<file path="src/hw/rtl/xor_message_frame_parser_unit_macros.svh">
// Assertion helpers shared by the frame parser modules.
// Every check is sampled on the rising edge of clock and is off during reset.
`ifndef XOR_MESSAGE_FRAME_PARSER_UNIT_MACROS_SVH
`define XOR_MESSAGE_FRAME_PARSER_UNIT_MACROS_SVH

// The condition holds at every clock edge.
`define XMFP_ASSERT_HOLDS(label, cond) \
   label: assert property (@(posedge clock) disable iff (reset) (cond)) \
      else $error("xmfp: invariant violated");

// When the trigger holds, the condition holds at the same edge.
`define XMFP_ASSERT_IMPLIES(label, trig, cond) \
   label: assert property (@(posedge clock) disable iff (reset) (trig) |-> (cond)) \
      else $error("xmfp: implication violated");

// When the trigger holds, the condition holds at the next edge.
`define XMFP_ASSERT_NEXT(label, trig, cond) \
   label: assert property (@(posedge clock) disable iff (reset) (trig) |=> (cond)) \
      else $error("xmfp: next-cycle check violated");

`endif

</file>
<file path="src/hw/rtl/xmfp_pkg.sv">
package xmfp_pkg;

   // Field widths of the channels.
   localparam int unsigned BYTE_W = 8;
   localparam int unsigned CMD_W  = 40;
   localparam int unsigned LEN_W  = 16;
   localparam int unsigned ADDR_W = 24;
   localparam int unsigned POS_W  = 16;

   // Frame layout in bytes.
   localparam int unsigned CMD_BYTES    = 5;
   localparam int unsigned LEN_BYTES    = 2;
   localparam int unsigned ADDR_BYTES   = 3;
   localparam int unsigned CSUM_BYTES   = 1;
   localparam int unsigned HEADER_BYTES = CMD_BYTES + LEN_BYTES + ADDR_BYTES;
   localparam int unsigned MIN_FRAME    = HEADER_BYTES + CSUM_BYTES;

   // The byte position counter stops here.
   localparam logic [POS_W-1:0] POS_MAX = '1;

   // Default number of entries in the result queue.
   localparam int unsigned DEFAULT_QUEUE_DEPTH = 4;

   // Result kind codes.
   localparam logic KIND_BODY    = 1'b0;
   localparam logic KIND_SUMMARY = 1'b1;

   // One result item.
   typedef struct packed {
      logic              kind;
      logic [BYTE_W-1:0] body_byte;
      logic [CMD_W-1:0]  command_chars;
      logic [LEN_W-1:0]  declared_length;
      logic [ADDR_W-1:0] user_address;
      logic              checksum_ok;
      logic              too_short;
      logic              last_result;
   } rsp_item_type;

   // Up to two results written into the queue in one cycle, first one first.
   typedef struct packed {
      logic         first_valid;
      logic         second_valid;
      rsp_item_type first_item;
      rsp_item_type second_item;
   } push_type;

endpackage

</file>
<file path="src/hw/rtl/xmfp_req_if.sv">
interface xmfp_req_if;
   logic                       valid;
   logic                       ready;
   logic [xmfp_pkg::BYTE_W-1:0] data_byte;
   logic                       end_of_frame;

   modport source (output valid, output data_byte, output end_of_frame, input ready);
   modport sink   (input valid, input data_byte, input end_of_frame, output ready);
endinterface

</file>
<file path="src/hw/rtl/xmfp_rsp_if.sv">
interface xmfp_rsp_if;
   logic                        valid;
   logic                        ready;
   logic                        kind;
   logic [xmfp_pkg::BYTE_W-1:0] body_byte;
   logic [xmfp_pkg::CMD_W-1:0]  command_chars;
   logic [xmfp_pkg::LEN_W-1:0]  declared_length;
   logic [xmfp_pkg::ADDR_W-1:0] user_address;
   logic                        checksum_ok;
   logic                        too_short;
   logic                        last_result;

   modport source (output valid, output kind, output body_byte, output command_chars,
                   output declared_length, output user_address, output checksum_ok,
                   output too_short, output last_result, input ready);
   modport sink   (input valid, input kind, input body_byte, input command_chars,
                   input declared_length, input user_address, input checksum_ok,
                   input too_short, input last_result, output ready);
endinterface

</file>
<file path="src/hw/rtl/xmfp_core.sv">
`include "xor_message_frame_parser_unit_macros.svh"

module xmfp_core (
   input  logic               clock,
   input  logic               reset,
   xmfp_req_if.sink           req,
   input  logic               space_ok,
   output xmfp_pkg::push_type push
);
   import xmfp_pkg::*;

   logic              req_fire;
   logic [POS_W-1:0]  pos_ff, pos_in;
   logic [BYTE_W-1:0] xor_ff, xor_in;
   logic [CMD_W-1:0]  cmd_ff, cmd_in;
   logic [LEN_W-1:0]  len_ff, len_in;
   logic [ADDR_W-1:0] addr_ff, addr_in;
   logic [BYTE_W-1:0] held_byte_ff, held_byte_in;
   logic              held_valid_ff, held_valid_in;
   rsp_item_type      body_item;
   rsp_item_type      summary_item;

   // A request is taken whenever the result queue has room for two results.
   assign req.ready = space_ok;
   assign req_fire  = req.valid && space_ok;

   // Result built from the held body byte.
   always_comb begin
      body_item           = '0;
      body_item.kind      = KIND_BODY;
      body_item.body_byte = held_byte_ff;
   end

   // Summary result for the checksum byte now on the input.
   always_comb begin
      summary_item                 = '0;
      summary_item.kind            = KIND_SUMMARY;
      summary_item.command_chars   = cmd_ff;
      summary_item.declared_length = len_ff;
      summary_item.user_address    = addr_ff;
      summary_item.checksum_ok     = (xor_ff == req.data_byte);
      summary_item.too_short       = (pos_ff < POS_W'(MIN_FRAME - CSUM_BYTES));
      summary_item.last_result     = 1'b1;
   end

   // Frame state update and result selection.
   always_comb begin
      pos_in        = pos_ff;
      xor_in        = xor_ff;
      cmd_in        = cmd_ff;
      len_in        = len_ff;
      addr_in       = addr_ff;
      held_byte_in  = held_byte_ff;
      held_valid_in = held_valid_ff;
      push          = '0;
      push.first_item  = body_item;
      push.second_item = summary_item;

      if (req_fire && !req.end_of_frame) begin
         if (pos_ff < POS_W'(HEADER_BYTES)) begin
            // Header bytes land in their fields, most significant byte first.
            for (int i = 0; i < CMD_BYTES; i++) begin
               if (pos_ff == POS_W'(i)) begin
                  cmd_in[(CMD_BYTES-1-i)*BYTE_W +: BYTE_W] = req.data_byte;
               end
            end
            for (int i = 0; i < LEN_BYTES; i++) begin
               if (pos_ff == POS_W'(CMD_BYTES + i)) begin
                  len_in[(LEN_BYTES-1-i)*BYTE_W +: BYTE_W] = req.data_byte;
               end
            end
            for (int i = 0; i < ADDR_BYTES; i++) begin
               if (pos_ff == POS_W'(CMD_BYTES + LEN_BYTES + i)) begin
                  addr_in[(ADDR_BYTES-1-i)*BYTE_W +: BYTE_W] = req.data_byte;
               end
            end
         end else begin
            // A body byte is released once the next byte shows it is not the checksum.
            push.first_valid = held_valid_ff;
            held_byte_in     = req.data_byte;
            held_valid_in    = 1'b1;
         end
         xor_in = xor_ff ^ req.data_byte;
         if (pos_ff != POS_MAX) begin
            pos_in = pos_ff + 1'b1;
         end
      end else if (req_fire) begin
         // Checksum byte: flush the held body byte, then the summary.
         if (held_valid_ff) begin
            push.first_valid  = 1'b1;
            push.second_valid = 1'b1;
         end else begin
            push.first_valid = 1'b1;
            push.first_item  = summary_item;
         end
         pos_in        = '0;
         xor_in        = '0;
         cmd_in        = '0;
         len_in        = '0;
         addr_in       = '0;
         held_byte_in  = '0;
         held_valid_in = 1'b0;
      end
   end

   // Frame state registers.
   always_ff @(posedge clock) begin
      if (reset) begin
         pos_ff        <= '0;
         xor_ff        <= '0;
         cmd_ff        <= '0;
         len_ff        <= '0;
         addr_ff       <= '0;
         held_byte_ff  <= '0;
         held_valid_ff <= 1'b0;
      end else begin
         pos_ff        <= pos_in;
         xor_ff        <= xor_in;
         cmd_ff        <= cmd_in;
         len_ff        <= len_in;
         addr_ff       <= addr_in;
         held_byte_ff  <= held_byte_in;
         held_valid_ff <= held_valid_in;
      end
   end

   `XMFP_ASSERT_NEXT(a_frame_cleared, req_fire && req.end_of_frame, pos_ff == '0 && !held_valid_ff && xor_ff == '0)
   `XMFP_ASSERT_IMPLIES(a_held_after_header, held_valid_ff, pos_ff > POS_W'(HEADER_BYTES))
   `XMFP_ASSERT_IMPLIES(a_no_body_in_header, req_fire && pos_ff < POS_W'(HEADER_BYTES), !push.first_valid || push.first_item.kind == KIND_SUMMARY)

endmodule

</file>
<file path="src/hw/rtl/xmfp_out_queue.sv">
`include "xor_message_frame_parser_unit_macros.svh"

module xmfp_out_queue #(
   parameter int unsigned Depth = xmfp_pkg::DEFAULT_QUEUE_DEPTH
) (
   input  logic               clock,
   input  logic               reset,
   input  xmfp_pkg::push_type push,
   output logic               space_ok,
   xmfp_rsp_if.source         rsp
);
   import xmfp_pkg::*;

   localparam int unsigned IdxW = (Depth > 1) ? $clog2(Depth) : 1;
   localparam int unsigned CntW = $clog2(Depth + 1);

   rsp_item_type    entry_ff [Depth];
   logic [IdxW-1:0] wr_ptr_ff, wr_ptr_in;
   logic [IdxW-1:0] rd_ptr_ff, rd_ptr_in;
   logic [CntW-1:0] count_ff, count_in;
   logic [IdxW-1:0] wr_next;
   logic            pop;
   rsp_item_type    head;

   function automatic logic [IdxW-1:0] next_idx(input logic [IdxW-1:0] p);
      next_idx = (p == IdxW'(Depth - 1)) ? '0 : p + 1'b1;
   endfunction

   // Room for two results keeps a frame end from ever being refused midway.
   assign space_ok = (count_ff <= CntW'(Depth - 2));
   assign wr_next  = next_idx(wr_ptr_ff);

   // Head of the queue drives the result channel.
   assign head                = entry_ff[rd_ptr_ff];
   assign rsp.valid           = (count_ff != '0);
   assign rsp.kind            = head.kind;
   assign rsp.body_byte       = head.body_byte;
   assign rsp.command_chars   = head.command_chars;
   assign rsp.declared_length = head.declared_length;
   assign rsp.user_address    = head.user_address;
   assign rsp.checksum_ok     = head.checksum_ok;
   assign rsp.too_short       = head.too_short;
   assign rsp.last_result     = head.last_result;
   assign pop                 = rsp.valid && rsp.ready;

   // Pointer and occupancy update.
   always_comb begin
      wr_ptr_in = wr_ptr_ff;
      if (push.second_valid) begin
         wr_ptr_in = next_idx(wr_next);
      end else if (push.first_valid) begin
         wr_ptr_in = wr_next;
      end
      rd_ptr_in = pop ? next_idx(rd_ptr_ff) : rd_ptr_ff;
      count_in  = count_ff + CntW'(push.first_valid) + CntW'(push.second_valid)
                  - CntW'(pop);
   end

   always_ff @(posedge clock) begin
      if (reset) begin
         wr_ptr_ff <= '0;
         rd_ptr_ff <= '0;
         count_ff  <= '0;
      end else begin
         wr_ptr_ff <= wr_ptr_in;
         rd_ptr_ff <= rd_ptr_in;
         count_ff  <= count_in;
      end
   end

   // Entry storage; the second result goes one slot after the first.
   always_ff @(posedge clock) begin
      if (push.first_valid) begin
         entry_ff[wr_ptr_ff] <= push.first_item;
      end
      if (push.second_valid) begin
         entry_ff[wr_next] <= push.second_item;
      end
   end

   `XMFP_ASSERT_HOLDS(a_count_bound, count_ff <= CntW'(Depth))
   `XMFP_ASSERT_IMPLIES(a_second_needs_first, push.second_valid, push.first_valid)
   `XMFP_ASSERT_IMPLIES(a_second_is_summary, push.second_valid, push.second_item.kind == KIND_SUMMARY && push.first_item.kind == KIND_BODY)

endmodule

</file>
<file path="src/hw/rtl/xor_message_frame_parser_unit.sv">
// Frame parser with XOR checksum check. One frame byte is taken per request, and a new request
// can be taken on every clock cycle while the result queue has room for two results. The first
// five bytes form the command, the next two a big-endian length and the next three a big-endian
// user address; later bytes are body bytes, each emitted as a result when the byte after it
// arrives, so the checksum byte (flagged by end_of_frame) is never emitted as body. The checksum
// request emits any held body byte and then a summary with the header fields, the checksum check
// and a short-frame flag (fewer than 11 bytes), after which the parser is ready for a new frame.
// Results reach the result channel through a registered queue of QueueDepth entries (at least
// 2); requests are taken while it has room for two results, so with the default depth of four
// and a result side that takes one result per cycle the parser sustains one byte per cycle,
// the two results of a frame end leaving one after the other.
module xor_message_frame_parser_unit #(
   parameter int unsigned QueueDepth = xmfp_pkg::DEFAULT_QUEUE_DEPTH
) (
   input logic        clock,
   input logic        reset,
   xmfp_req_if.sink   req_ch,
   xmfp_rsp_if.source rsp_ch
);
   import xmfp_pkg::*;

   push_type push;
   logic     space_ok;

   // Header capture, checksum and body byte holding.
   xmfp_core u_core (
      .clock    (clock),
      .reset    (reset),
      .req      (req_ch),
      .space_ok (space_ok),
      .push     (push)
   );

   // Result queue between the parser and the result channel.
   xmfp_out_queue #(
      .Depth (QueueDepth)
   ) u_out_queue (
      .clock    (clock),
      .reset    (reset),
      .push     (push),
      .space_ok (space_ok),
      .rsp      (rsp_ch)
   );

endmodule

</file>
<file path="src/flat_wrapper.sv">
// flat-port wrapper written by rule: the top's interface ports become plain ports
module xor_message_frame_parser_unit_flat import xmfp_pkg::*;
#(
   parameter int unsigned QueueDepth = xmfp_pkg::DEFAULT_QUEUE_DEPTH
)
  (clock, reset, req_ch_valid, req_ch_data_byte, req_ch_end_of_frame, req_ch_ready, rsp_ch_valid, rsp_ch_kind, rsp_ch_body_byte, rsp_ch_command_chars, rsp_ch_declared_length, rsp_ch_user_address, rsp_ch_checksum_ok, rsp_ch_too_short, rsp_ch_last_result, rsp_ch_ready);
  xmfp_req_if req_ch_i ();
  xmfp_rsp_if rsp_ch_i ();
  input logic clock;
  input logic reset;
  input wire logic [$bits(req_ch_i.valid)-1:0] req_ch_valid;
  input wire logic [$bits(req_ch_i.data_byte)-1:0] req_ch_data_byte;
  input wire logic [$bits(req_ch_i.end_of_frame)-1:0] req_ch_end_of_frame;
  output wire logic [$bits(req_ch_i.ready)-1:0] req_ch_ready;
  output wire logic [$bits(rsp_ch_i.valid)-1:0] rsp_ch_valid;
  output wire logic [$bits(rsp_ch_i.kind)-1:0] rsp_ch_kind;
  output wire logic [$bits(rsp_ch_i.body_byte)-1:0] rsp_ch_body_byte;
  output wire logic [$bits(rsp_ch_i.command_chars)-1:0] rsp_ch_command_chars;
  output wire logic [$bits(rsp_ch_i.declared_length)-1:0] rsp_ch_declared_length;
  output wire logic [$bits(rsp_ch_i.user_address)-1:0] rsp_ch_user_address;
  output wire logic [$bits(rsp_ch_i.checksum_ok)-1:0] rsp_ch_checksum_ok;
  output wire logic [$bits(rsp_ch_i.too_short)-1:0] rsp_ch_too_short;
  output wire logic [$bits(rsp_ch_i.last_result)-1:0] rsp_ch_last_result;
  input wire logic [$bits(rsp_ch_i.ready)-1:0] rsp_ch_ready;
  assign req_ch_i.valid = req_ch_valid;
  assign req_ch_i.data_byte = req_ch_data_byte;
  assign req_ch_i.end_of_frame = req_ch_end_of_frame;
  assign req_ch_ready = req_ch_i.ready;
  assign rsp_ch_valid = rsp_ch_i.valid;
  assign rsp_ch_kind = rsp_ch_i.kind;
  assign rsp_ch_body_byte = rsp_ch_i.body_byte;
  assign rsp_ch_command_chars = rsp_ch_i.command_chars;
  assign rsp_ch_declared_length = rsp_ch_i.declared_length;
  assign rsp_ch_user_address = rsp_ch_i.user_address;
  assign rsp_ch_checksum_ok = rsp_ch_i.checksum_ok;
  assign rsp_ch_too_short = rsp_ch_i.too_short;
  assign rsp_ch_last_result = rsp_ch_i.last_result;
  assign rsp_ch_i.ready = rsp_ch_ready;
  xor_message_frame_parser_unit #(.QueueDepth(QueueDepth)) u_core (.clock(clock), .reset(reset), .req_ch(req_ch_i), .rsp_ch(rsp_ch_i));
endmodule
</file>
<file path="config.mk">
export PLATFORM = sky130hd
export DESIGN_NAME = xor_message_frame_parser_unit_flat
export DESIGN_NICKNAME = d
export VERILOG_FILES = /design/src/hw/rtl/xmfp_pkg.sv /design/src/hw/rtl/xmfp_req_if.sv /design/src/hw/rtl/xmfp_rsp_if.sv /design/src/hw/rtl/xmfp_core.sv /design/src/hw/rtl/xmfp_out_queue.sv /design/src/hw/rtl/xor_message_frame_parser_unit.sv /design/src/flat_wrapper.sv
export VERILOG_INCLUDE_DIRS = /design/src /design/src/hw/rtl
export SDC_FILE = /design/constraint.sdc
export NUM_CORES = 1
export LEC_CHECK = 0
export ABC_CLOCK_PERIOD_IN_PS = 7300
export BUFFER_PORTS_ARGS = -buffer_cell sky130_fd_sc_hd__buf_2
export CAP_MARGIN = 25
export CORE_MARGIN = 10
export CORE_UTILIZATION = 60
export CTS_CLUSTER_SIZE = 14
export DETAILED_ROUTE_END_ITERATION = 16
export PLACE_DENSITY = 0.78
export SLEW_MARGIN = 15
export SYNTH_ARGS = -nofsm -noshare
export SYNTH_HDL_FRONTEND = slang
export SYNTH_SLANG_ARGS = --single-unit
</file>
<file path="constraint.sdc">
create_clock -name clock -period 7.3 [get_ports clock]
set_input_delay 1.095 -clock clock [delete_from_list [all_inputs] [get_ports clock]]
set_output_delay 1.095 -clock clock [all_outputs]
set_load 0.03 [all_outputs]
</file>
Word-level counts from Yosys, hierarchy flattened
Memory sizes are Yosys's and may differ from the RTL's. A register that Yosys moved wholly into a read port is not among the register bits.
Index checks and enable logic that the tools add are counted.

cells by class
  add/sub/neg operators = 7
  $lt $le $gt $ge = 2
  equality and inequality tests = 27
  muxes and demuxes = 45
  bitwise operators = 1
  reductions and logical operators = 20

operator list
  kind                                                                           number
  40-bit two-way mux                                                             3
  8-bit two-way mux                                                              14
  94-bit two-way mux                                                             1
  93-bit two-way mux                                                             1
  92-bit two-way mux                                                             1
  16-bit two-way mux                                                             5
  24-bit two-way mux                                                             3
  16-bit by 3-bit == test with 1-bit output, second input constant               4
  16-bit by 2-bit == test with 1-bit output, second input constant               2
  16-bit by 4-bit == test with 1-bit output, second input constant               2
  3-bit AND reduction                                                            10
  2-bit by 1-bit inequality test with 1-bit output, second input constant        11
  16-bit by 1-bit adder with 16-bit output, second input constant                1
  16-bit by 1-bit == test with 1-bit output, second input constant               1
  16-bit zero test                                                               1
  16-bit by 4-bit less-than comparator with 1-bit output, second input constant  1
  16-bit inequality test, second input constant                                  1
  2-bit two-way mux                                                              7
  1-bit two-way mux                                                              10
  8-bit == test                                                                  1
  8-bit XOR                                                                      1
  2-bit by 1-bit adder with 2-bit output, second input constant                  3
  3-bit by 1-bit adder with 3-bit output                                         2
  2-bit == test, second input constant                                           3
  8 further kinds                                                                13

word-level totals
  bits in registers = 120
  memory bits (writable) = 368
  logic and storage cells = 120
  memories kept = 1

memory list
  name                         depth  bits a word  read ports  clocked after Yosys merged registers in  write ports  RTL line              text
  u_core.u_out_queue.entry_ff  4      92           1           1                                        2            xmfp_out_queue.sv:17  rsp_item_type entry_ff [Depth];

Depth between registers and ports, before layout
Gate-level depths: netlist of the first run.

  depth in word-level cells = 7
  depth in mapped cells = 13
  mapped depth without buffers = 11

Cells and area by module
Synthesis of the first run repeated with hierarchy kept, for this count alone.

unflattened totals
  cells, all modules = 1515
  area, all modules = 24628.6 sq um

modules (own cells, without submodules)
  module          instances  cells an instance  area each (sq um)  seq. area each (sq um)
  xmfp_out_queue  1          950                19403.6            11230.8
  xmfp_core       1          565                5225.0             2262.2

Worst setup path before layout of the first run
No wires, ideal clock.

  path kind = input -> register
  start point = input req_ch_end_of_frame
  end point = memory u_core.u_out_queue.entry_ff[2][10] in the netlist's numbering, enable pin
  setup time = 0.443 ns
  arrival = 4.089 ns
  data required time = 6.857 ns
  path slack = 2.768 ns
  stages = 8
  buffers on the path = 3
  cells stage by stage = buf_2 inv_1 a211oi_2 a41o_1 buf_2 buf_2 nand2_1 nand2_1

RTL lines
  element             RTL line              text
  start: declaration  flat_wrapper.sv:13    input wire logic [$bits(req_ch_i.end_of_frame)-1:0] req_ch_end_of_frame;
  end: declaration    xmfp_out_queue.sv:17

==> results.toml, run 1 <==
[pwr]
combinationalPowerShare = 0.219
power.clock.fraction = 0.334
p_int_w = 0.00494
net-switching-power_w = 0.00212
switching_share = 0.300
seq_power_share = 0.447
power_density_nw_per_um2 = 304
lkg_pwr_nw = 8.46
vdd_ir_drop_max_v = 0.000254

[global_route]
grt_max_degree = 82
grt_antenna_before_repair = 0
number_of_global_route_vias_before_repair = 13000
globalRouteMet3Util = 0.0379
use_met2 = 0.380
grt_remaining_overflow = 0
global_route_wire_length_before_repair_um = 76200
use_met1 = 0.317
grt_util_all_layers = 0.233
top_usage_layer = "met2"

[sta]
timing.max_slew.rel_slack = 0.300
clock.fmax_ghz = 0.233
period_share = 0.587
max_slew_violation_total_from_the_final_report = 0
count_of_final_hold_check_violations = 0
final.min_clock_period_ns = 4.28
max_slew.worst_pin.slew_ns = 1.04
fin_ws_ns = 3.02
finalSetupViolations = 0
rsz0062_at_grt = "no"
finalSetupTns_ns = 0
clock_tree_skew_after_final_layout_ns = 0.0159

[synth]
synth-async-reset-ratio = 0
post_synth_and_or_nand_nor_area_fraction = 0.161
synthesis.instances = 1513
count_of_flip_flops_with_a_built_in_enable_after_synthesis = 328
synth.ff_latch_count = 486
synthDistinctLibCells = 56
synth.mux.area_fraction = 0.113
yosys_warnings = 0
synth.yosys.seq_area_share = 0.627
synthesis.area_um2 = 20800
postSynthNetCount = 1540
synthesis.area_per_instance_um2 = 13.7
yosys_most_used_dff = "edfxtp_1"
synth-adder-area-share = 0.00880
post_synth_xor_area_fraction = 0.00675
main_combinational_cell_family_by_area_after_synthesis = "simple AND/OR/NAND/NOR gates"
synth_area_in_compound_gates = 0.0594

[placed_design]
port_buffers = 106
pre_cts_ws_ns = 2.49
place_hpwl_um = 28700
gp_routability_congestion = 0.868

[die]
die_width_um = 206
floorplan.core_area_um2 = 34400
die_y_um = 206
initial_utilization = 0.604
num_rows = 68
die_area_um2 = 42500
ioPinCount = 107

[clock_tree]
htree_num_levels = 2
post_cts.repair.setup_buffers = 0
clock_network_latency_to_the_later_pin_of_the_worst_skew_pair_ns = 0.57
tritoncts.num_buffers = 48
cts_repair_resized_insts = 0
tritoncts = "built"
numClockSinks = 486
root_buffer = "clkbuf_16"
worst_setup_hold_path_clk_slew_ns = 0.06
clockBufferDepth = 3
hold_buffers = 0

[critical_path]
timing.critical_path.required_ns = 7.50
worstSetupPathType = "in -> reg"
crit_path_end_kind = "flop"
cp_data_arrival_time_ns = 4.49
critical_path_peak_fanout = 53
worstSetupStartpoint = "req_ch_end_of_frame"
worst_r2r_startpoint = "u_core.u_out_queue.count_ff[1]"
crit_path_start_kind = "input port"

[drt]
vias = 12800
drt_pass1_iterations = 8
vias_per_cell = 6.19
detail_route.drc_violations = 0
dr.first_iter.drc_count = 1185
total_wire_length_um = 49100
antenna_violating_nets_post_route = 0
wl_per_cell_um = 23.7

[final_layout]
syn_to_final_growth_pct = 11.7
fillCellCount = 2429
share_of_final_layout_standard_cells_stronger_than_drive_strength_1 = 0.190
antenna-diode-count = 0
nNetsFinal = 1610

[worst_hold_path]
hold_path.startpoint = "u_core.u_out_queue.entry_ff[2][85]"
min_path_type = "reg -> reg"

[run_status]
status = "complete, no violations"

[run]
drv.max_cap_violation_count = 0
worst max-delay path, cell delays in order:
cell and delay [ns]:
buf_2 0.33, inv_1 0.22, a211oi_4 0.26, buf_4 0.39, a41o_1 0.65, nand2_1 0.25
nand2_4 0.70, buf_4 0.52
sequential cells by signal, summed over array words and instances (netlist names), named ones only:
signal and flops:
u_core.u_core.cmd_ff 40, u_core.u_core.addr_ff 24, u_core.u_out_queue.rd_ptr_ff 2, u_core.u_core.held_valid_ff 1, u_core.u_core.pos_ff 16, u_core.u_out_queue.wr_ptr_ff 2
u_core.u_core.held_byte_ff 8, u_core.u_out_queue.count_ff 3, u_core.u_core.xor_ff 8, u_core.u_out_queue.entry_ff 364, u_core.u_core.len_ff 16
placed cells by master (no fill, tap or decap), types with 34 or more instances in the layout:
cell type	synthesis	final
a22o_1	57	57
clkbuf_16	0	49
mux4_2	91	91
edfxtp_1	328	328
buf_2	15	107
dfxtp_1	158	156
nand4_1	35	35
o21ai_1	41	41
nand2_1	69	65
a21oi_1	34	34
and2_1	247	247
and3_1	83	83
cells in the mapped netlist (all sizes together), types with 4 or more instances:
cell type	count	share of area
a211oi	8	0.0037
a21o	5	0.0018
a21oi	35	0.0086
a22o	57	0.024
and2	248	0.075
and3	83	0.025
buf	29	0.0063
clkbuf	77	0.014
dfxtp	158	0.15
edfxtp	328	0.47
ha	13	0.0078
inv	20	0.0036
mux2i	28	0.013
mux4	91	0.099
nand2	69	0.012
nand2b	25	0.0075
nand3	29	0.0070
nand3b	8	0.0029
nand4	35	0.011
nor2	33	0.0070
nor2b	4	0.0012
nor3	12	0.0029
nor4	14	0.0069
o21ai	58	0.014
xnor2	4	0.0017
xor2	12	0.0051
cell type report:
type                            count  area [um^2]  area share
Inverter                           20         75.1     0.00324
Multi-Input combinational cell    901         7330       0.316
Clock inverter                     10          108     0.00464
Clock buffer                       76         1380      0.0595
Tap cell                          455          569      0.0245
Sequential cell                   486        13000       0.561
Timing Repair Buffer              126          726      0.0313
cells by family after synthesis:
kind of cell             count (synthesis)
adder cells (fa/ha/maj)                 14
buffers and inverters                  126
multiplexers                           121
flip-flops                             486
AND/OR/NAND/NOR                        569
AO/OA/AOI/OAI                          181
XOR/XNOR                                16
final timing paths:
check                           depth (start not counted)  slack (ns)                                 end
worst max-delay path                                    8        3.02  u_core.u_out_queue.entry_ff[2][47]
worst min register to register                          2        0.45  u_core.u_out_queue.entry_ff[2][85]
worst max register to register                          7        3.23  u_core.u_out_queue.entry_ff[2][47]
worst min-delay path                                    2        0.45  u_core.u_out_queue.entry_ff[2][85]
per-layer routing:
metal  vias up  part of all wire
met5         -                 0
met4         0             0.022
met3        80             0.080
met2       530              0.49
met1      6444              0.41
li1       5789                 -
power by group through the flow:
stage               Combinational (W)  Sequential, W  Clock (W)
floorplan                     0.00114        0.00316          0
global placement              0.00150        0.00325          0
detailed placement            0.00156        0.00322          0
CTS                           0.00156        0.00316    0.00238
global route                  0.00164        0.00317    0.00250
finish                        0.00154        0.00316    0.00236
through the flow:
step           hold WS, ns  total power (W)  cell area (um^2)  cells  utilization
5_1_grt              0.466          0.00732             23200   2074        0.675
3_5_place_dp         0.442          0.00478             21700   1985        0.630
2_1_floorplan        0.421          0.00430             20800   1513            -
4_1_cts              0.450          0.00711             23200   2071        0.674
3_3_place_gp         0.435          0.00475             21600   1983        0.629
6_report             0.449          0.00706             23200   2074        0.675
(Power assumes the default switching activity.)
==> run 2: changes to the inputs <==
--- a/config.mk
+++ b/config.mk
@@ -6,14 +6,15 @@
 export SDC_FILE = /design/constraint.sdc
 export NUM_CORES = 1
 export LEC_CHECK = 0
-export ABC_CLOCK_PERIOD_IN_PS = 7300
+export ABC_AREA = 1
+export ABC_CLOCK_PERIOD_IN_PS = 3800
 export BUFFER_PORTS_ARGS = -buffer_cell sky130_fd_sc_hd__buf_2
 export CAP_MARGIN = 25
 export CORE_MARGIN = 10
-export CORE_UTILIZATION = 60
+export CORE_UTILIZATION = 55
 export CTS_CLUSTER_SIZE = 14
 export DETAILED_ROUTE_END_ITERATION = 16
-export PLACE_DENSITY = 0.78
+export PLACE_DENSITY = 0.76
 export SLEW_MARGIN = 15
 export SYNTH_ARGS = -nofsm -noshare
 export SYNTH_HDL_FRONTEND = slang
==> constraint.sdc (replaced) <==
create_clock -name clock -period 3.8 [get_ports clock]
set_input_delay 0.57 -clock clock [delete_from_list [all_inputs] [get_ports clock]]
set_output_delay 0.57 -clock clock [all_outputs]
set_load 0.03 [all_outputs]
==> results.toml, run 2 <==
[die]
initial_utilization = 0.556
floorplan.core_area_um2 = 37500
die_width_um = 215
ioPinCount = 107
die_area_um2 = 46100
die_y_um = 215
num_rows = 71

[final_layout]
multiInputGateArea_um2 = 6590
layout.core_utilization = 0.623
fillCellCount = 3060
fin_area_um2 = 23300
seqCellArea_um2 = 13000
largestRegisters = "u_core.u_out_queue.entry_ff x364, u_core.u_core.cmd_ff x40, u_core.u_core.addr_ff x24"
antenna-diode-count = 0
largest_register = "u_core.u_out_queue.entry_ff"
nNetsFinal = 2303
largest_reg_flops = 364
final_cell_mix = "nor2_1, edfxtp_1, o21ai_0, nand2_1, dfxtp_1"
layout_commonest_cell = "nor2_1"
syn_to_final_growth_pct = 12.1
share_of_final_layout_standard_cells_stronger_than_drive_strength_1 = 0.111

[critical_path]
worstSetupPathType = "reg -> reg"
crit_path_start_kind = "flop"
critical_path_peak_fanout = 47
timing.critical_path.required_ns = 4.00
worstSetupStartpoint = "u_core.u_out_queue.count_ff[1]"
cp_data_arrival_time_ns = 3.37
crit_path_end_kind = "flop"
worst_r2r_startpoint = "u_core.u_out_queue.count_ff[1]"

[clock_tree]
root_buffer = "clkbuf_16"
clock_network_latency_to_the_later_pin_of_the_worst_skew_pair_ns = 0.58
cts_repair_resized_insts = 0
worst_setup_hold_path_clk_slew_ns = 0.06
tritoncts.num_buffers = 47
post_cts.repair.setup_buffers = 0
tritoncts = "built"
numClockSinks = 486
hold_buffers = 0
htree_num_levels = 2
clockBufferDepth = 3

[sta]
clock_tree_skew_after_final_layout_ns = 0.0225
max_slew_violation_total_from_the_final_report = 0
period_share = 0.836
max_slew.worst_pin.slew_ns = 1.01
finalSetupViolations = 0
clock.fmax_ghz = 0.315
rsz0062_at_grt = "no"
hold-worst-slack_ns = 0.330
fin_ws_ns = 0.624
count_of_final_hold_check_violations = 0
final.min_clock_period_ns = 3.18
timing.max_slew.rel_slack = 0.324

[synth]
synthDistinctLibCells = 35
synth_largest_type_area_fraction = 0.473
post_synth_main_area_contributors = "edfxtp_1, dfxtp_1, nor2_1, o21ai_0, nand2_1"
synth.ff_latch_count = 486
yosys_warnings = 0
count_of_flip_flops_with_a_built_in_enable_after_synthesis = 328
synthesis.area_um2 = 20800
synth-async-reset-ratio = 0
yosys_most_used_dff = "edfxtp_1"
synth.yosys.seq_area_share = 0.625
synthesis.area_per_instance_um2 = 9.43
synth_commonest_cells = "nor2_1, edfxtp_1, o21ai_0"
postSynthNetCount = 2236
synthesis.instances = 2209
synthDominantAreaCellType = "edfxtp_1"
yosys.cell_count.top_type = "nor2_1"

[worst_hold_path]
min_path_type = "in -> reg"
hold_path.startpoint = "req_ch_data_byte[0]"

[pwr]
power_density_nw_per_um2 = 718
net-switching-power_w = 0.00641
design_power_total_w = 0.0168
p_int_w = 0.0104
switching_share = 0.382
power.clock.fraction = 0.281
seq_power_share = 0.393
vdd_ir_drop_max_v = 0.000405
lkg_pwr_nw = 8.17
combinationalPowerShare = 0.326

[run_status]
status = "complete, no violations"

[global_route]
grt_max_degree = 135
number_of_global_route_vias_before_repair = 15600
grt_antenna_before_repair = 0
global_route_wire_length_before_repair_um = 84900
grt_util_all_layers = 0.227
grt_remaining_overflow = 0

[run]
drv.max_cap_violation_count = 0

[placed_design]
gp_routability_congestion = 0.911
pre_cts_ws_ns = 0.639
placed_cell_area_um2 = 21800
place_hpwl_um = 31500
port_buffers = 106

[drt]
wl_per_cell_um = 19.2
antenna_violating_nets_post_route = 0
vias_per_cell = 5.71
drt_pass1_iterations = 6
dr.first_iter.drc_count = 1550
vias = 16100
total_wire_length_um = 54200
detail_route.drc_violations = 0
run 2: changes by cell type in the layout (fill, tap and decap cells not counted), moves of 41 or more:
| cell | previous run | this run |
|---|---|---|
| nor2_1 | 27 | 676 |
| and2_1 | 247 | 0 |
| o21ai_0 | 16 | 246 |
| nand2_1 | 65 | 196 |
| inv_1 | 20 | 137 |
| mux4_2 | 91 | 0 |
| o22ai_1 | 0 | 87 |
| and3_1 | 83 | 0 |
| a21oi_1 | 34 | 93 |
| a22o_1 | 57 | 0 |
| nand3_1 | 29 | 79 |
| o21ai_1 | 41 | 0 |
run 2: final timing paths:
check	endpoint	cells past startpoint	slack [ns]
worst min register to register	u_core.u_out_queue.entry_ff[1][0]	2	0.46
worst min-delay path	u_core.u_core.held_byte_ff[0]	3	0.33
worst max-delay path	u_core.u_out_queue.entry_ff[3][43]	11	0.62
worst max register to register	u_core.u_out_queue.entry_ff[3][43]	11	0.62
run 2: layout make-up:
type | instances | share of cell area
Inverter | 142 | 0.0229
Tap cell | 511 | 0.0274
Clock inverter | 20 | 0.00740
Clock buffer | 68 | 0.0600
Sequential cell | 486 | 0.558
Multi-Input combinational cell | 1451 | 0.282
Timing Repair Buffer | 148 | 0.0427
run 2: logic make-up (layout without fill, tap and decap cells):
family / Yosys count / count (layout) / share of synthesized area
flip-flops: 486 / 486 / 0.625
adder cells (fa/ha/maj): 14 / 14 / 0.00877
AND/OR/NAND/NOR: 981 / 981 / 0.185
XOR/XNOR: 14 / 14 / 0.00588
buffers and inverters: 272 / 378 / 0.0617
AO/OA/AOI/OAI: 442 / 442 / 0.114
run 2: worst max-delay path, stage by stage, from the launching register on:
cell and delay (ns):
dfxtp_1 0.31, inv_1 0.11, ha_1 0.16, inv_1 0.04
nand2_2 0.10, nand2_4 0.15, nor2_2 0.15, inv_2 0.11
nand2_1 0.46, inv_1 0.35, o21ai_4 0.21, buf_4 0.61
run 2: through the flow:
stage | TNS (ns) | std cells
3_3_place_gp | 0 | 2738
4_1_cts | 0 | 2826
2_1_floorplan | -45.82 | 2209
5_1_grt | 0 | 2826
6_report | 0 | 2826
3_5_place_dp | 0 | 2738
run 2: routing by layer:
metal  global-route usage  vias to the layer above  share of wire
met5                    0                        -              0
met2                0.373                      741           0.48
li1                     -                     7538              -
met4               0.0882                        0          0.033
met3               0.0451                      133          0.091
met1                0.290                     7736           0.39
run 2: power by group through the flow:
| stage | sequential [W] | combinational (W) | clock (W) |
|---|---|---|---|
| floorplan | 0.00655 | 0.00382 | 0 |
| detailed placement | 0.00669 | 0.00546 | 0 |
| global placement | 0.00666 | 0.00537 | 0 |
| CTS | 0.00658 | 0.00550 | 0.00474 |
| global route | 0.00664 | 0.00594 | 0.00494 |
| finish | 0.00658 | 0.00546 | 0.00472 |
==> run 3: changes to the inputs <==
--- a/config.mk
+++ b/config.mk
@@ -7,7 +7,7 @@
 export NUM_CORES = 1
 export LEC_CHECK = 0
 export ABC_AREA = 1
-export ABC_CLOCK_PERIOD_IN_PS = 3800
+export ABC_CLOCK_PERIOD_IN_PS = 2600
 export BUFFER_PORTS_ARGS = -buffer_cell sky130_fd_sc_hd__buf_2
 export CAP_MARGIN = 25
 export CORE_MARGIN = 10
==> constraint.sdc (replaced) <==
create_clock -name clock -period 2.6 [get_ports clock]
set_input_delay 0.39 -clock clock [delete_from_list [all_inputs] [get_ports clock]]
set_output_delay 0.39 -clock clock [all_outputs]
set_load 0.03 [all_outputs]
==> results.toml, run 3 (synthesized netlist as in run 2, its figures left out) <==
[drt]
dr.first_iter.drc_count = 1687
vias_per_cell = 5.64
total_wire_length_um = 54200
drt_pass1_iterations = 7
wl_per_cell_um = 19.0
antenna_violating_nets_post_route = 0
vias = 16100
detail_route.drc_violations = 0

[critical_path]
timing.critical_path.buf_inv = 3
crit_path_start_kind = "flop"
cp_data_arrival_time_ns = 2.14
crit_path_end_kind = "output port"
slowest_stage = "dfxtp_4"
timing.critical_path.required_ns = 2.21
worstSetupPathType = "reg -> out"
max_stage_delay_ns = 0.39
critical_path_peak_fanout = 48
worstPathCellList = "inv_6 -> buf_12 -> o21ai_0 -> o22ai_1 -> buf_2"
path_delay_family = "buffers and inverters"

[sta]
finalSetupTns_ns = 0
clock.fmax_ghz = 0.395
final.min_clock_period_ns = 2.53
max_slew.worst_pin.slew_ns = 0.662
period_share = 0.974
count_of_final_hold_check_violations = 0
hold-worst-slack_ns = 0.154
finalSetupViolations = 0
clock_tree_skew_after_final_layout_ns = 0.0223
max_slew_violation_total_from_the_final_report = 0
rsz0062_at_grt = "yes"
timing.max_slew.rel_slack = 0.559

[global_route]
number_of_global_route_vias_before_repair = 15500
global_route_wire_length_before_repair_um = 83900
grt_antenna_before_repair = 2
grt_util_all_layers = 0.223
grt_max_degree = 103
grt_remaining_overflow = 0

[worst_hold_path]
min_path_type = "in -> reg"

[clock_tree]
clock_network_latency_to_the_later_pin_of_the_worst_skew_pair_ns = 0.56
numClockSinks = 486
clockBufferDepth = 3
tritoncts = "built"
worst_setup_hold_path_clk_slew_ns = 0.06
tritoncts.num_buffers = 48
htree_num_levels = 2
root_buffer = "clkbuf_16"

[final_layout]
largest_reg_flops = 364
final_cell_mix = "nor2_1, edfxtp_1, o21ai_0, nand2_1, dfxtp_1"
syn_to_final_growth_pct = 14.6
nNetsFinal = 2338
largestRegisters = "u_core.u_out_queue.entry_ff x364, u_core.u_core.cmd_ff x40, u_core.u_core.addr_ff x24"
stdcell_count = 2862
largest_register = "u_core.u_out_queue.entry_ff"
share_of_final_layout_standard_cells_stronger_than_drive_strength_1 = 0.125
fin_area_um2 = 23900
layout_commonest_cell = "nor2_1"

[placed_design]
port_buffers = 106
gp_routability_congestion = 0.870
place.detailed.instances = 2770
place_hpwl_um = 31700
placed_cell_area_um2 = 22200

[die]
ioPinCount = 107
initial_utilization = 0.556
die_area_um2 = 46100
die_y_um = 215
floorplan.core_area_um2 = 37500
num_rows = 71
die_width_um = 215

[pwr]
vdd_ir_drop_max_v = 0.000540
power_density_nw_per_um2 = 1040
lkg_pwr_nw = 8.41

[run]
drv.max_cap_violation_count = 0

[run_status]
status = "complete, no violations"
==> run 3: changes by cell type in the layout (fill, tap and decap cells not counted), sizes merged <==
| cell | change |
|---|---|
| clkinvlp | +2 |
| buf | +33 |
| bufinv | +1 |
| clkinv | -2 |
| diode | +2 |
==> run 3: metal layers <==
metal  vias up  part of all wire  global-route usage
li1       7621                 -                   -
met1      7733              0.40               0.284
met2       693              0.49               0.374
met3        92             0.086              0.0450
met4         0             0.024              0.0775
met5         -                 0                   0
==> run 3: timing repair <==
item	CTS	global route
hold buffers	0	0
gates resized for setup	2	11
endpoints found under the setup margin	15	26
endpoints found under the hold margin	0	0
buffers inserted	0	1
cloned	0	1
pin swaps	0	2
==> run 3: area by class of cell <==
type | count | area, um^2
Clock buffer | 67 | 1340
Clock inverter | 21 | 191
Timing Repair Buffer | 182 | 1470
Sequential cell | 486 | 13000
Inverter | 142 | 544
Antenna cell | 2 | 5.00
Multi-Input combinational cell | 1451 | 6660
Fill cell | 2982 | 13600
Tap cell | 511 | 639
==> run 3: worst paths after layout <==
| kind | startpoint | endpoint | slack (ns) | cells after the start |
|---|---|---|---|---|
| max | flop | rsp_ch_user_address[23] | 0.07 | 5 |
| min | req_ch_data_byte[3] | u_core.u_core.held_byte_ff[3] | 0.15 | 3 |
| max reg2reg | u_core.u_out_queue.count_ff[1] | u_core.u_out_queue.count_ff[2] | 0.11 | 15 |
| min reg2reg | u_core.u_out_queue.entry_ff[1][0] | u_core.u_out_queue.entry_ff[1][0] | 0.46 | 2 |
==> run 3: worst reg2reg max path: stages (launching register included) <==
cell      delay [ns]
dfxtp_1         0.32
inv_2           0.10
ha_4            0.13
inv_2           0.04
nand2_4         0.08
nand2_8         0.07
nor2_4          0.09
nand2_2         0.08
ha_4            0.29
xor2_2          0.16
inv_1           0.06
ha_1            0.17
o21bai_1        0.17
fa_1            0.41
xor2_1          0.14
nor2_1          0.05
==> run 3: stage by stage <==
stage / setup WS, ns / power [W] / utilization
2_1_floorplan: -0.543 / 0.0152 / -
3_3_place_gp: 0.105 / 0.0178 / 0.593
3_5_place_dp: 0.0519 / 0.0180 / 0.593
4_1_cts: 0.0152 / 0.0247 / 0.634
5_1_grt: -0.0482 / 0.0258 / 0.637
6_report: 0.0668 / 0.0247 / 0.637
==> run 3: report_power, final <==
part | leakage, nW | switching, W | total, W | internal, W
Combinational | 3.48 | 0.00610 | 0.00842 | 0.00232
Clock | 0.752 | 0.00286 | 0.00677 | 0.00391
Sequential | 4.17 | 0.000412 | 0.00954 | 0.00913
